<file path="config.mk">
export PLATFORM = sky130hd
export DESIGN_NAME = battery_power_status_monitor_top
export DESIGN_NICKNAME = d
export VERILOG_FILES = /design/src/hdl/bpsm_pkg.sv /design/src/hdl/bpsm_front.sv /design/src/hdl/bpsm_queue.sv /design/src/hdl/bpsm_back.sv /design/src/hdl/battery_power_status_monitor_top.sv
export SDC_FILE = /design/constraint.sdc
export NUM_CORES = 1
export LEC_CHECK = 0
export BUFFER_PORTS_ARGS = -buffer_cell sky130_fd_sc_hd__buf_4
export CORE_ASPECT_RATIO = 1.25
export CORE_UTILIZATION = 50
export DETAILED_ROUTE_END_ITERATION = 8
export PLACE_DENSITY = 0.7
export SETUP_SLACK_MARGIN = 0.2
export SYNTH_ARGS = -nofsm -noshare
export SYNTH_HDL_FRONTEND = slang
export SYNTH_SLANG_ARGS = --single-unit
</file>
<file path="constraint.sdc">
create_clock -name clock -period 4.85 [get_ports clock]
set_input_delay 0.485 -clock clock [delete_from_list [all_inputs] [get_ports clock]]
set_output_delay 0.485 -clock clock [all_outputs]
set_load 0.02 [all_outputs]
</file>
<file path="src/hdl/bpsm_pkg.sv">
package bpsm_pkg;

   localparam int AdcBits    = 12;
   localparam int CountWidth = 12;
   localparam int MvWidth    = 14;
   localparam int StatWidth  = 3;
   localparam int CodeWidth  = 3;
   localparam int KWidth     = 2;
   localparam int RefWidth   = 12;
   localparam int ProdWidth  = CountWidth + RefWidth + 2;
   localparam int MaskWidth  = 6;
   localparam int CsrIdxWidth = 3;
   localparam int QueueDepth = 2;
   localparam int QueuePtrWidth = (QueueDepth > 1) ? $clog2(QueueDepth) : 1;
   localparam int QueueCntWidth = $clog2(QueueDepth + 1);

   localparam int CountMaskInt =
      (AdcBits >= CountWidth) ? ((1 << CountWidth) - 1) : ((1 << AdcBits) - 1);
   localparam logic [CountWidth-1:0] CountMask = CountWidth'(CountMaskInt);
   localparam logic [RefWidth-1:0]   RefMv     = RefWidth'(3300);

   localparam logic [KWidth-1:0] KOne  = 2'd0;
   localparam logic [KWidth-1:0] KTwo  = 2'd1;
   localparam logic [KWidth-1:0] KFour = 2'd2;

   localparam logic [StatWidth-1:0] StatFault    = 3'd0;
   localparam logic [StatWidth-1:0] StatCharging = 3'd2;
   localparam logic [StatWidth-1:0] StatCharged  = 3'd4;

   localparam logic [CodeWidth-1:0] EvStatus   = 3'd0;
   localparam logic [CodeWidth-1:0] EvMpuHot   = 3'd1;
   localparam logic [CodeWidth-1:0] EvCharged  = 3'd2;
   localparam logic [CodeWidth-1:0] EvCharging = 3'd3;
   localparam logic [CodeWidth-1:0] EvLiHot    = 3'd4;
   localparam logic [CodeWidth-1:0] EvFault    = 3'd5;
   localparam logic [CodeWidth-1:0] EvLow      = 3'd6;

   localparam logic [CsrIdxWidth-1:0] CsrPresent  = 3'd0;
   localparam logic [CsrIdxWidth-1:0] CsrFloor    = 3'd1;
   localparam logic [CsrIdxWidth-1:0] CsrPrimLow  = 3'd2;
   localparam logic [CsrIdxWidth-1:0] CsrLiLow    = 3'd3;
   localparam logic [CsrIdxWidth-1:0] CsrMpuHot   = 3'd4;
   localparam logic [CsrIdxWidth-1:0] CsrLiHot    = 3'd5;

   // result slots, emitted lowest first
   localparam logic [MaskWidth-1:0] SlotStatus  = 6'b000001;
   localparam logic [MaskWidth-1:0] SlotMpuHot  = 6'b000010;
   localparam logic [MaskWidth-1:0] SlotCharger = 6'b000100;
   localparam logic [MaskWidth-1:0] SlotLiHot   = 6'b001000;
   localparam logic [MaskWidth-1:0] SlotPrimLow = 6'b010000;
   localparam logic [MaskWidth-1:0] SlotLiLow   = 6'b100000;

   typedef struct packed {
      logic [MaskWidth-1:0] mask;
      logic [CodeWidth-1:0] charger_code;
      logic [MvWidth-1:0]   mpu_mv;
      logic [MvWidth-1:0]   therm_mv;
      logic [MvWidth-1:0]   li_mv;
      logic [MvWidth-1:0]   prim_mv;
      logic                 changed;
      logic                 usb;
   } rec_type;

   function automatic logic [MvWidth-1:0] to_mv(input logic [CountWidth-1:0] count,
                                                input logic [KWidth-1:0] kshift);
      logic [CountWidth-1:0] c;
      logic [ProdWidth-1:0]  p;
      c = count & CountMask;
      p = (ProdWidth'(c) * ProdWidth'(RefMv)) << kshift;
      return MvWidth'(p >> AdcBits);
   endfunction

endpackage

</file>
<file path="src/hdl/bpsm_front.sv">
module bpsm_front (
   input  logic                              clock,
   input  logic                              reset,
   input  logic                              req_valid,
   output logic                              req_ready,
   input  logic [bpsm_pkg::StatWidth-1:0]    req_charger_status,
   input  logic [bpsm_pkg::CountWidth-1:0]   req_mpu_temp_count,
   input  logic [bpsm_pkg::CountWidth-1:0]   req_backup_count,
   input  logic [bpsm_pkg::CountWidth-1:0]   req_therm_count,
   input  logic [bpsm_pkg::CountWidth-1:0]   req_lithium_count,
   input  logic [bpsm_pkg::CountWidth-1:0]   req_primary_count,
   input  logic                              csr_wr_en,
   input  logic [bpsm_pkg::CsrIdxWidth-1:0]  csr_index,
   input  logic [bpsm_pkg::MvWidth-1:0]      csr_wdata,
   input  logic                              q_full,
   output logic                              q_push,
   output bpsm_pkg::rec_type                 q_rec
);

   logic [bpsm_pkg::MvWidth-1:0] present_th_ff, floor_th_ff, prim_low_ff;
   logic [bpsm_pkg::MvWidth-1:0] li_low_ff, mpu_hot_ff, li_hot_ff;

   logic                           a_valid_ff, a_valid_in;
   logic [bpsm_pkg::StatWidth-1:0] a_stat_ff;
   logic [bpsm_pkg::MvWidth-1:0]   a_mpu_ff, a_backup_ff, a_therm_ff, a_li_ff, a_prim_ff;

   logic [bpsm_pkg::StatWidth-1:0] prev_stat_ff;
   logic                           li_was_ff, prim_was_ff, backup_was_ff, checked_ff;

   logic accept;
   logic usb, li_p, prim_p, backup_p, changed;
   logic chg_hit;
   logic [bpsm_pkg::CodeWidth-1:0] chg_code;
   logic [bpsm_pkg::MaskWidth-1:0] mask;

   // config registers
   always_ff @(posedge clock) begin
      if (reset) begin
         present_th_ff <= bpsm_pkg::MvWidth'(2000);
         floor_th_ff   <= bpsm_pkg::MvWidth'(1000);
         prim_low_ff   <= bpsm_pkg::MvWidth'(2300);
         li_low_ff     <= bpsm_pkg::MvWidth'(3400);
         mpu_hot_ff    <= bpsm_pkg::MvWidth'(800);
         li_hot_ff     <= bpsm_pkg::MvWidth'(800);
      end else if (csr_wr_en) begin
         unique case (csr_index)
            bpsm_pkg::CsrPresent: present_th_ff <= csr_wdata;
            bpsm_pkg::CsrFloor:   floor_th_ff   <= csr_wdata;
            bpsm_pkg::CsrPrimLow: prim_low_ff   <= csr_wdata;
            bpsm_pkg::CsrLiLow:   li_low_ff     <= csr_wdata;
            bpsm_pkg::CsrMpuHot:  mpu_hot_ff    <= csr_wdata;
            bpsm_pkg::CsrLiHot:   li_hot_ff     <= csr_wdata;
            default: ;
         endcase
      end
   end

   assign q_push    = a_valid_ff && !q_full;
   assign req_ready = !a_valid_ff || q_push;
   assign accept    = req_valid && req_ready;

   always_comb begin
      a_valid_in = a_valid_ff;
      if (accept) begin
         a_valid_in = 1'b1;
      end else if (q_push) begin
         a_valid_in = 1'b0;
      end
   end

   // scaling stage
   always_ff @(posedge clock) begin
      if (reset) begin
         a_valid_ff <= 1'b0;
      end else begin
         a_valid_ff <= a_valid_in;
      end
      if (accept) begin
         a_stat_ff   <= req_charger_status;
         a_mpu_ff    <= bpsm_pkg::to_mv(req_mpu_temp_count, bpsm_pkg::KOne);
         a_backup_ff <= bpsm_pkg::to_mv(req_backup_count, bpsm_pkg::KFour);
         a_therm_ff  <= bpsm_pkg::to_mv(req_therm_count, bpsm_pkg::KOne);
         a_li_ff     <= bpsm_pkg::to_mv(req_lithium_count, bpsm_pkg::KTwo);
         a_prim_ff   <= bpsm_pkg::to_mv(req_primary_count, bpsm_pkg::KTwo);
      end
   end

   // classification
   always_comb begin
      usb      = !a_stat_ff[0];
      li_p     = a_li_ff > present_th_ff;
      prim_p   = a_prim_ff > present_th_ff;
      backup_p = a_backup_ff > present_th_ff;
      changed  = !checked_ff || (a_stat_ff != prev_stat_ff) || (li_p != li_was_ff) ||
                 (prim_p != prim_was_ff) || (backup_p != backup_was_ff);
      chg_hit  = 1'b1;
      case (a_stat_ff)
         bpsm_pkg::StatCharged:  chg_code = bpsm_pkg::EvCharged;
         bpsm_pkg::StatCharging: chg_code = bpsm_pkg::EvCharging;
         bpsm_pkg::StatFault:    chg_code = bpsm_pkg::EvFault;
         default: begin
            chg_code = bpsm_pkg::EvStatus;
            chg_hit  = 1'b0;
         end
      endcase
      mask    = bpsm_pkg::SlotStatus;
      mask[1] = changed && (a_mpu_ff > mpu_hot_ff);
      mask[2] = changed && usb && chg_hit;
      mask[3] = changed && usb && (a_stat_ff == bpsm_pkg::StatCharging) &&
                (a_therm_ff > li_hot_ff);
      mask[4] = changed && !usb && (a_prim_ff > floor_th_ff) && (a_prim_ff < prim_low_ff);
      mask[5] = changed && !usb && (a_li_ff > floor_th_ff) && (a_li_ff < li_low_ff);

      q_rec.mask         = mask;
      q_rec.charger_code = chg_code;
      q_rec.mpu_mv       = a_mpu_ff;
      q_rec.therm_mv     = a_therm_ff;
      q_rec.li_mv        = a_li_ff;
      q_rec.prim_mv      = a_prim_ff;
      q_rec.changed      = changed;
      q_rec.usb          = usb;
   end

   // check history
   always_ff @(posedge clock) begin
      if (reset) begin
         prev_stat_ff  <= '0;
         li_was_ff     <= 1'b0;
         prim_was_ff   <= 1'b0;
         backup_was_ff <= 1'b0;
         checked_ff    <= 1'b0;
      end else if (q_push) begin
         prev_stat_ff  <= a_stat_ff;
         li_was_ff     <= li_p;
         prim_was_ff   <= prim_p;
         backup_was_ff <= backup_p;
         checked_ff    <= 1'b1;
      end
   end

endmodule

</file>
<file path="src/hdl/bpsm_queue.sv">
module bpsm_queue (
   input  logic              clock,
   input  logic              reset,
   input  logic              push,
   input  bpsm_pkg::rec_type push_rec,
   output logic              full,
   input  logic              pop,
   output logic              head_valid,
   output bpsm_pkg::rec_type head_rec
);

   bpsm_pkg::rec_type entry_ff [bpsm_pkg::QueueDepth];
   logic [bpsm_pkg::QueuePtrWidth-1:0] wr_ptr_ff, rd_ptr_ff;
   logic [bpsm_pkg::QueueCntWidth-1:0] count_ff;

   assign full       = (count_ff == bpsm_pkg::QueueCntWidth'(bpsm_pkg::QueueDepth));
   assign head_valid = (count_ff != '0);
   assign head_rec   = entry_ff[rd_ptr_ff];

   function automatic logic [bpsm_pkg::QueuePtrWidth-1:0] next_ptr(
      input logic [bpsm_pkg::QueuePtrWidth-1:0] p);
      if (p == bpsm_pkg::QueuePtrWidth'(bpsm_pkg::QueueDepth - 1)) begin
         return '0;
      end
      return p + bpsm_pkg::QueuePtrWidth'(1);
   endfunction

   always_ff @(posedge clock) begin
      if (reset) begin
         wr_ptr_ff <= '0;
         rd_ptr_ff <= '0;
         count_ff  <= '0;
      end else begin
         if (push) begin
            wr_ptr_ff <= next_ptr(wr_ptr_ff);
         end
         if (pop) begin
            rd_ptr_ff <= next_ptr(rd_ptr_ff);
         end
         if (push && !pop) begin
            count_ff <= count_ff + bpsm_pkg::QueueCntWidth'(1);
         end else if (pop && !push) begin
            count_ff <= count_ff - bpsm_pkg::QueueCntWidth'(1);
         end
      end
      if (push) begin
         entry_ff[wr_ptr_ff] <= push_rec;
      end
   end

   a_no_overflow: assert property (@(posedge clock) disable iff (reset)
      push |-> !full)
      else $error("queue written while full");

   a_no_underflow: assert property (@(posedge clock) disable iff (reset)
      pop |-> head_valid)
      else $error("queue read while empty");

endmodule

</file>
<file path="src/hdl/bpsm_back.sv">
module bpsm_back (
   input  logic                            clock,
   input  logic                            reset,
   input  logic                            head_valid,
   input  bpsm_pkg::rec_type               head_rec,
   output logic                            pop,
   output logic                            rsp_valid,
   input  logic                            rsp_ready,
   output logic [bpsm_pkg::CodeWidth-1:0]  rsp_event_code,
   output logic [bpsm_pkg::MvWidth-1:0]    rsp_value_mv,
   output logic                            rsp_status_changed,
   output logic                            rsp_usb_present,
   output logic                            rsp_last_result
);

   logic                           work_valid_ff, work_valid_in;
   logic [bpsm_pkg::MaskWidth-1:0] mask_ff, mask_in;
   bpsm_pkg::rec_type              work_ff;

   logic                           rsp_valid_ff, rsp_valid_in;
   logic [bpsm_pkg::CodeWidth-1:0] code_ff, code_in;
   logic [bpsm_pkg::MvWidth-1:0]   value_ff, value_in;
   logic                           changed_ff, usb_ff, last_ff;

   logic                           out_free, advance, last;
   logic [bpsm_pkg::MaskWidth-1:0] sel, remain;

   assign out_free = !rsp_valid_ff || rsp_ready;
   assign advance  = work_valid_ff && out_free;
   assign sel      = mask_ff & (~mask_ff + bpsm_pkg::MaskWidth'(1));
   assign remain   = mask_ff & ~sel;
   assign last     = (remain == '0);
   assign pop      = head_valid && (!work_valid_ff || (advance && last));

   always_comb begin
      work_valid_in = work_valid_ff;
      mask_in       = mask_ff;
      if (pop) begin
         work_valid_in = 1'b1;
         mask_in       = head_rec.mask;
      end else if (advance) begin
         work_valid_in = !last;
         mask_in       = remain;
      end
   end

   always_comb begin
      case (sel)
         bpsm_pkg::SlotMpuHot: begin
            code_in  = bpsm_pkg::EvMpuHot;
            value_in = work_ff.mpu_mv;
         end
         bpsm_pkg::SlotCharger: begin
            code_in  = work_ff.charger_code;
            value_in = work_ff.li_mv;
         end
         bpsm_pkg::SlotLiHot: begin
            code_in  = bpsm_pkg::EvLiHot;
            value_in = work_ff.therm_mv;
         end
         bpsm_pkg::SlotPrimLow: begin
            code_in  = bpsm_pkg::EvLow;
            value_in = work_ff.prim_mv;
         end
         bpsm_pkg::SlotLiLow: begin
            code_in  = bpsm_pkg::EvLow;
            value_in = work_ff.li_mv;
         end
         default: begin
            code_in  = bpsm_pkg::EvStatus;
            value_in = work_ff.li_mv;
         end
      endcase
   end

   always_comb begin
      rsp_valid_in = rsp_valid_ff;
      if (advance) begin
         rsp_valid_in = 1'b1;
      end else if (rsp_ready) begin
         rsp_valid_in = 1'b0;
      end
   end

   always_ff @(posedge clock) begin
      if (reset) begin
         work_valid_ff <= 1'b0;
         mask_ff       <= '0;
         rsp_valid_ff  <= 1'b0;
      end else begin
         work_valid_ff <= work_valid_in;
         mask_ff       <= mask_in;
         rsp_valid_ff  <= rsp_valid_in;
      end
      if (pop) begin
         work_ff <= head_rec;
      end
      if (advance) begin
         code_ff    <= code_in;
         value_ff   <= value_in;
         changed_ff <= work_ff.changed;
         usb_ff     <= work_ff.usb;
         last_ff    <= last;
      end
   end

   assign rsp_valid          = rsp_valid_ff;
   assign rsp_event_code     = code_ff;
   assign rsp_value_mv       = value_ff;
   assign rsp_status_changed = changed_ff;
   assign rsp_usb_present    = usb_ff;
   assign rsp_last_result    = last_ff;

   a_work_has_slot: assert property (@(posedge clock) disable iff (reset)
      work_valid_ff |-> (mask_ff != '0))
      else $error("active check with no results left");

   a_event_needs_change: assert property (@(posedge clock) disable iff (reset)
      (rsp_valid_ff && (code_ff != bpsm_pkg::EvStatus)) |-> changed_ff)
      else $error("event result without a status change");

   a_hot_needs_usb: assert property (@(posedge clock) disable iff (reset)
      (rsp_valid_ff && (code_ff == bpsm_pkg::EvLiHot)) |-> usb_ff)
      else $error("lithium hot result without usb");

endmodule

</file>
<file path="src/hdl/battery_power_status_monitor_top.sv">
// Battery power status monitor. Each transfer on the req_ channel is one power check: charger
// status pins plus six ADC counts. The front stage scales the counts to millivolts, then
// compares them against the csr_ thresholds and the stored history and places the classified
// check in a two-entry queue. The back stage emits the check's results on the rsp_ channel,
// one per cycle unless rsp_ready stalls it: a status result always, then up to three events
// when the status or a presence flag changed (or on the first check); rsp_last_result marks
// the final one. A check therefore yields one to four results, and the result sequencer sets
// the sustained rate; with rsp_ready held high and one-result checks, a check is taken every
// cycle. Requests pass the scaling register, the queue and the sequencer registers. csr_ writes
// take effect at once and are meant for an idle block; indexes beyond the sixth are ignored.
module battery_power_status_monitor_top (
   input  logic                              clock,
   input  logic                              reset,
   input  logic                              req_valid,
   output logic                              req_ready,
   input  logic [bpsm_pkg::StatWidth-1:0]    req_charger_status,
   input  logic [bpsm_pkg::CountWidth-1:0]   req_vref_count,
   input  logic [bpsm_pkg::CountWidth-1:0]   req_mpu_temp_count,
   input  logic [bpsm_pkg::CountWidth-1:0]   req_backup_count,
   input  logic [bpsm_pkg::CountWidth-1:0]   req_therm_count,
   input  logic [bpsm_pkg::CountWidth-1:0]   req_lithium_count,
   input  logic [bpsm_pkg::CountWidth-1:0]   req_primary_count,
   output logic                              rsp_valid,
   input  logic                              rsp_ready,
   output logic [bpsm_pkg::CodeWidth-1:0]    rsp_event_code,
   output logic [bpsm_pkg::MvWidth-1:0]      rsp_value_mv,
   output logic                              rsp_status_changed,
   output logic                              rsp_usb_present,
   output logic                              rsp_last_result,
   input  logic                              csr_wr_en,
   input  logic [bpsm_pkg::CsrIdxWidth-1:0]  csr_index,
   input  logic [bpsm_pkg::MvWidth-1:0]      csr_wdata
);

   logic              q_full, q_push, q_pop, q_head_valid;
   bpsm_pkg::rec_type q_push_rec, q_head_rec;

   // reference count carries no information for any result
   logic vref_unused;
   assign vref_unused = ^req_vref_count;

   bpsm_front u_front (
      .clock              (clock),
      .reset              (reset),
      .req_valid          (req_valid),
      .req_ready          (req_ready),
      .req_charger_status (req_charger_status),
      .req_mpu_temp_count (req_mpu_temp_count),
      .req_backup_count   (req_backup_count),
      .req_therm_count    (req_therm_count),
      .req_lithium_count  (req_lithium_count),
      .req_primary_count  (req_primary_count),
      .csr_wr_en          (csr_wr_en),
      .csr_index          (csr_index),
      .csr_wdata          (csr_wdata),
      .q_full             (q_full),
      .q_push             (q_push),
      .q_rec              (q_push_rec)
   );

   bpsm_queue u_queue (
      .clock      (clock),
      .reset      (reset),
      .push       (q_push),
      .push_rec   (q_push_rec),
      .full       (q_full),
      .pop        (q_pop),
      .head_valid (q_head_valid),
      .head_rec   (q_head_rec)
   );

   bpsm_back u_back (
      .clock              (clock),
      .reset              (reset),
      .head_valid         (q_head_valid),
      .head_rec           (q_head_rec),
      .pop                (q_pop),
      .rsp_valid          (rsp_valid),
      .rsp_ready          (rsp_ready),
      .rsp_event_code     (rsp_event_code),
      .rsp_value_mv       (rsp_value_mv),
      .rsp_status_changed (rsp_status_changed),
      .rsp_usb_present    (rsp_usb_present),
      .rsp_last_result    (rsp_last_result)
   );

endmodule

</file>
==> results.ini <==
[status]
status=finished, final reports clean

[place]
dp_cells=3078
place.gp.congestion=0.9024
place.detailed.hpwl_um=43870
port_buffers=105

[worst_setup_path]
setup.worst_path.start=req_primary_count[2]
timing_worst_setup_path_type=in2reg
worstPathCellList=buf_4, ha_1, inv_1, fa_1, fa_1, inv_1, fa_1, fa_1, ha_1, or2_2, o31ai_4, nor3_1, or4_4, a21oi_2, xnor2_1
rrSetupSlack_ns=1.81
reg2reg_depth=8
r2r-end=u_queue.entry_ff[0][55]
cp.required_ns=5.14
path_max_fanout=3
startpoint_type=primary input
path_common_cell=fa_1
cpPeakStageDelay_ns=0.56
crit_arrival_ns=4.75
slowest_stage=fa_1
end_kind=register
critPathTopFamily=adder cells
worst-path-buf-inv=3
timing.rr.start=u_front.a_prim_ff[2]

[synthesis]
yosys_warnings=0
synth_top_area_share_pct=30.34
synth-simple-area-share_pct=7.003
ys_seq_area_share_pct=38.48
synthTopCellsByArea=edfxtp_1 (30%), ha_1 (23%), fa_1 (11%)
synthMuxAreaShare_pct=2.722
synth-compound-area-share_pct=9.382
synthesis.area_um2=25830
synthArstFlopShare_pct=0
syn-instance-count=2289
synth_nets=2998
yosysTopAreaCell=edfxtp_1
synth_edf_count=261
ys_ff_latch=366
synth_top_family_by_area=adder cells
synthAdderAreaFrac_pct=33.84
synthXorXnorAreaFrac_pct=2.814
synthFlopType=edfxtp_1
synth.distinct_cells=67
avgSynthCellArea_um2=11.29

[worst_hold_path]
holdPathEnd=u_front.a_stat_ff[1]
min-delay-start=req_charger_status[1]
holdPathStages=1
hold_path_class=in2reg

[detailed_routing]
drc=0
postRouteAntennaNets=0
finalWirelength_um=55150
drtPass1Iterations=7
drt-wirelength-per-cell_um=17.52
drtIter0Drc=955
via_count=16970
vias_per_cell=5.389

[timing]
final.setup_skew_ns=0.02572
rsz0062_at_grt=no
hold_violations=0
slew_violations=0
finalSetupTns_ns=0
finalSetupViolations=0
period_share_pct=92.12
period_minus_slack_ns=4.468
max_freq_ghz=0.2238
slew_headroom_pct=24.89
worst_slew_pin_slew_ns=1.120

[run]
maxCapViolCount=0

[final_layout]
layout_commonest_cell=ha_1
drive_above_1_share_pct=13.10
area_growth_pct=13.30
nNetsFinal=3168
instances_no_fill=3148
layout_common_cells=ha_1 (462), inv_1 (346), edfxtp_1 (261), nand2_1 (198), buf_4 (178)

[floorplanning]
dieArea_um2=52590
placementRows=92
core_um2=50760
die_h_um=256.1
die_w_um=205.3
start_util_pct=50.89
ioPinCount=119

[cts]
tritoncts=built
cts_buffers=37
path_clk_slew_ns=0.06
cts_setup_buffers=0
clock_path_buffers=3
clock_sinks=366
cts_max_level=2
worstSkewPairLatency_ns=0.54
cts_root_buffer=clkbuf_16

[global_routing]
grt_pass1_vias=17900
antenna_found_initial=2
overflow=0
grt_pass1_wl_um=89880
grt_usage_pct=21.61
grt_max_degree=68

[power_and_ir_drop]
total_leakage_power_nw=13.39
vdd_drop_max_uv=285.1
powerDensity_nw_per_um2=549.8

## how the worst max path moves through the flow
| stage | end | slack [ns] | cells after the start |
|---|---|---|---|
| 6_report | u_front.a_prim_ff[11] | 0.38 | 15 |
| 3_5_place_dp | u_front.a_prim_ff[11] | -0.29 | 15 |
| 5_1_grt | u_front.a_mpu_ff[11] | 0.17 | 16 |
| 4_1_cts | u_front.a_prim_ff[11] | 0.30 | 15 |
| 3_3_place_gp | u_front.a_prim_ff[11] | -0.20 | 17 |
| 2_1_floorplan | u_front.a_prim_ff[11] | 0.11 | 16 |
## power by group
| part | leakage (nW) | switching (W) | internal [W] |
|---|---|---|---|
| registers | 3.31 | 0.000704 | 0.00477 |
| clock network | 0.636 | 0.00122 | 0.00179 |
| logic | 9.45 | 0.00407 | 0.00354 |
## worst register-to-register path: cells and delay by family, from the launching register on
kind | cells | cell delay, ns
adder cells (fa/ha/maj) | 1 | 0.39
AO/OA/AOI/OAI | 5 | 1.19
flip-flops | 1 | 0.61
AND/OR/NAND/NOR | 2 | 0.55
## layer usage
layer	part of all wire (%)	wire [um]	track usage, %
met5	0	0	0
met4	2.7	1482	6.708
met3	5.1	2807	3.412
met2	50	27620	38.20
met1	42	23250	26.76
## cells in the mapped netlist, types with 3 or more instances
cell type and instances:
and3_1 4, nor2b_1 10, ha_1 469, o211ai_1 37, xor2_1 38, a211o_1 6
a2111oi_0 9, o2111ai_1 4, nand4_1 26, xnor2_1 45, mux2_2 57, a31oi_1 4
o21ai_0 35, dfxtp_1 105, a21oi_1 137, or3_1 11, edfxtp_1 261, clkbuf_1 44
o31ai_1 4, a222oi_1 12, and2_1 5, nand2_1 198, a21o_1 43, o21a_1 28
a22oi_1 3, fa_1 143, inv_1 347, nand3_1 14, nor4_1 6, nor2_1 79
nand2b_1 10, a211oi_1 14, nor3_1 25, o21bai_1 11, mux2i_1 5
## area by class of cell
cell class / instances / area (um2)
tap: 658 / 823.3
clock buffer: 43 / 979.7
sequential: 366 / 9943
multi-input combinational: 1528 / 14560
fill: 4178 / 21490
inverter: 348 / 1306
timing repair buffer: 178 / 1336
clock inverter: 25 / 315.3
antenna: 2 / 5.005
## through the flow
step | setup slack, ns | power [W] | hold WS [ns] | instance area [um2] | util, %
6_report | 0.3821 | 0.01609 | 0.1222 | 29270 | 57.66
5_1_grt | 0.1686 | 0.01742 | 0.1025 | 29270 | 57.65
4_1_cts | 0.3002 | 0.01620 | 0.1130 | 29250 | 57.62
3_5_place_dp | -0.2861 | 0.01313 | 0.4209 | 27960 | 55.07
3_3_place_gp | -0.1967 | 0.01284 | 0.4075 | 27960 | 55.07
2_1_floorplan | 0.1058 | 0.01079 | 0.4003 | 25940 | -
## what timing repair did
action	4_1_cts	5_1_grt
setup endpoints to repair	0	3
hold buffers	0	0
gates resized for setup	0	7
## flip-flops by register name (all words and copies together) (netlist names), 13 cells and up, named ones only
register,flops
u_back.rsp_value_mv,13
u_back.work_ff,55
u_front.a_backup_ff,14
u_front.a_li_ff,13
u_front.a_prim_ff,13
u_front.floor_th_ff,14
u_front.li_hot_ff,14
u_front.li_low_ff,14
u_front.mpu_hot_ff,14
u_front.present_th_ff,14
u_front.prim_low_ff,14
u_queue.entry_ff,120
## logic make-up after synthesis
| family | count (synthesis) |
|---|---|
| and+or+nand+nor | 402 |
| DFF | 366 |
| adders and majority gates | 613 |
| AOI/OAI and AO/OA | 366 |
| xor gates and xnor gates | 83 |
| other | 1 |
| muxes | 63 |
| buffers and inverters | 395 |
Note: power is estimated with default switching activity, not from simulation.
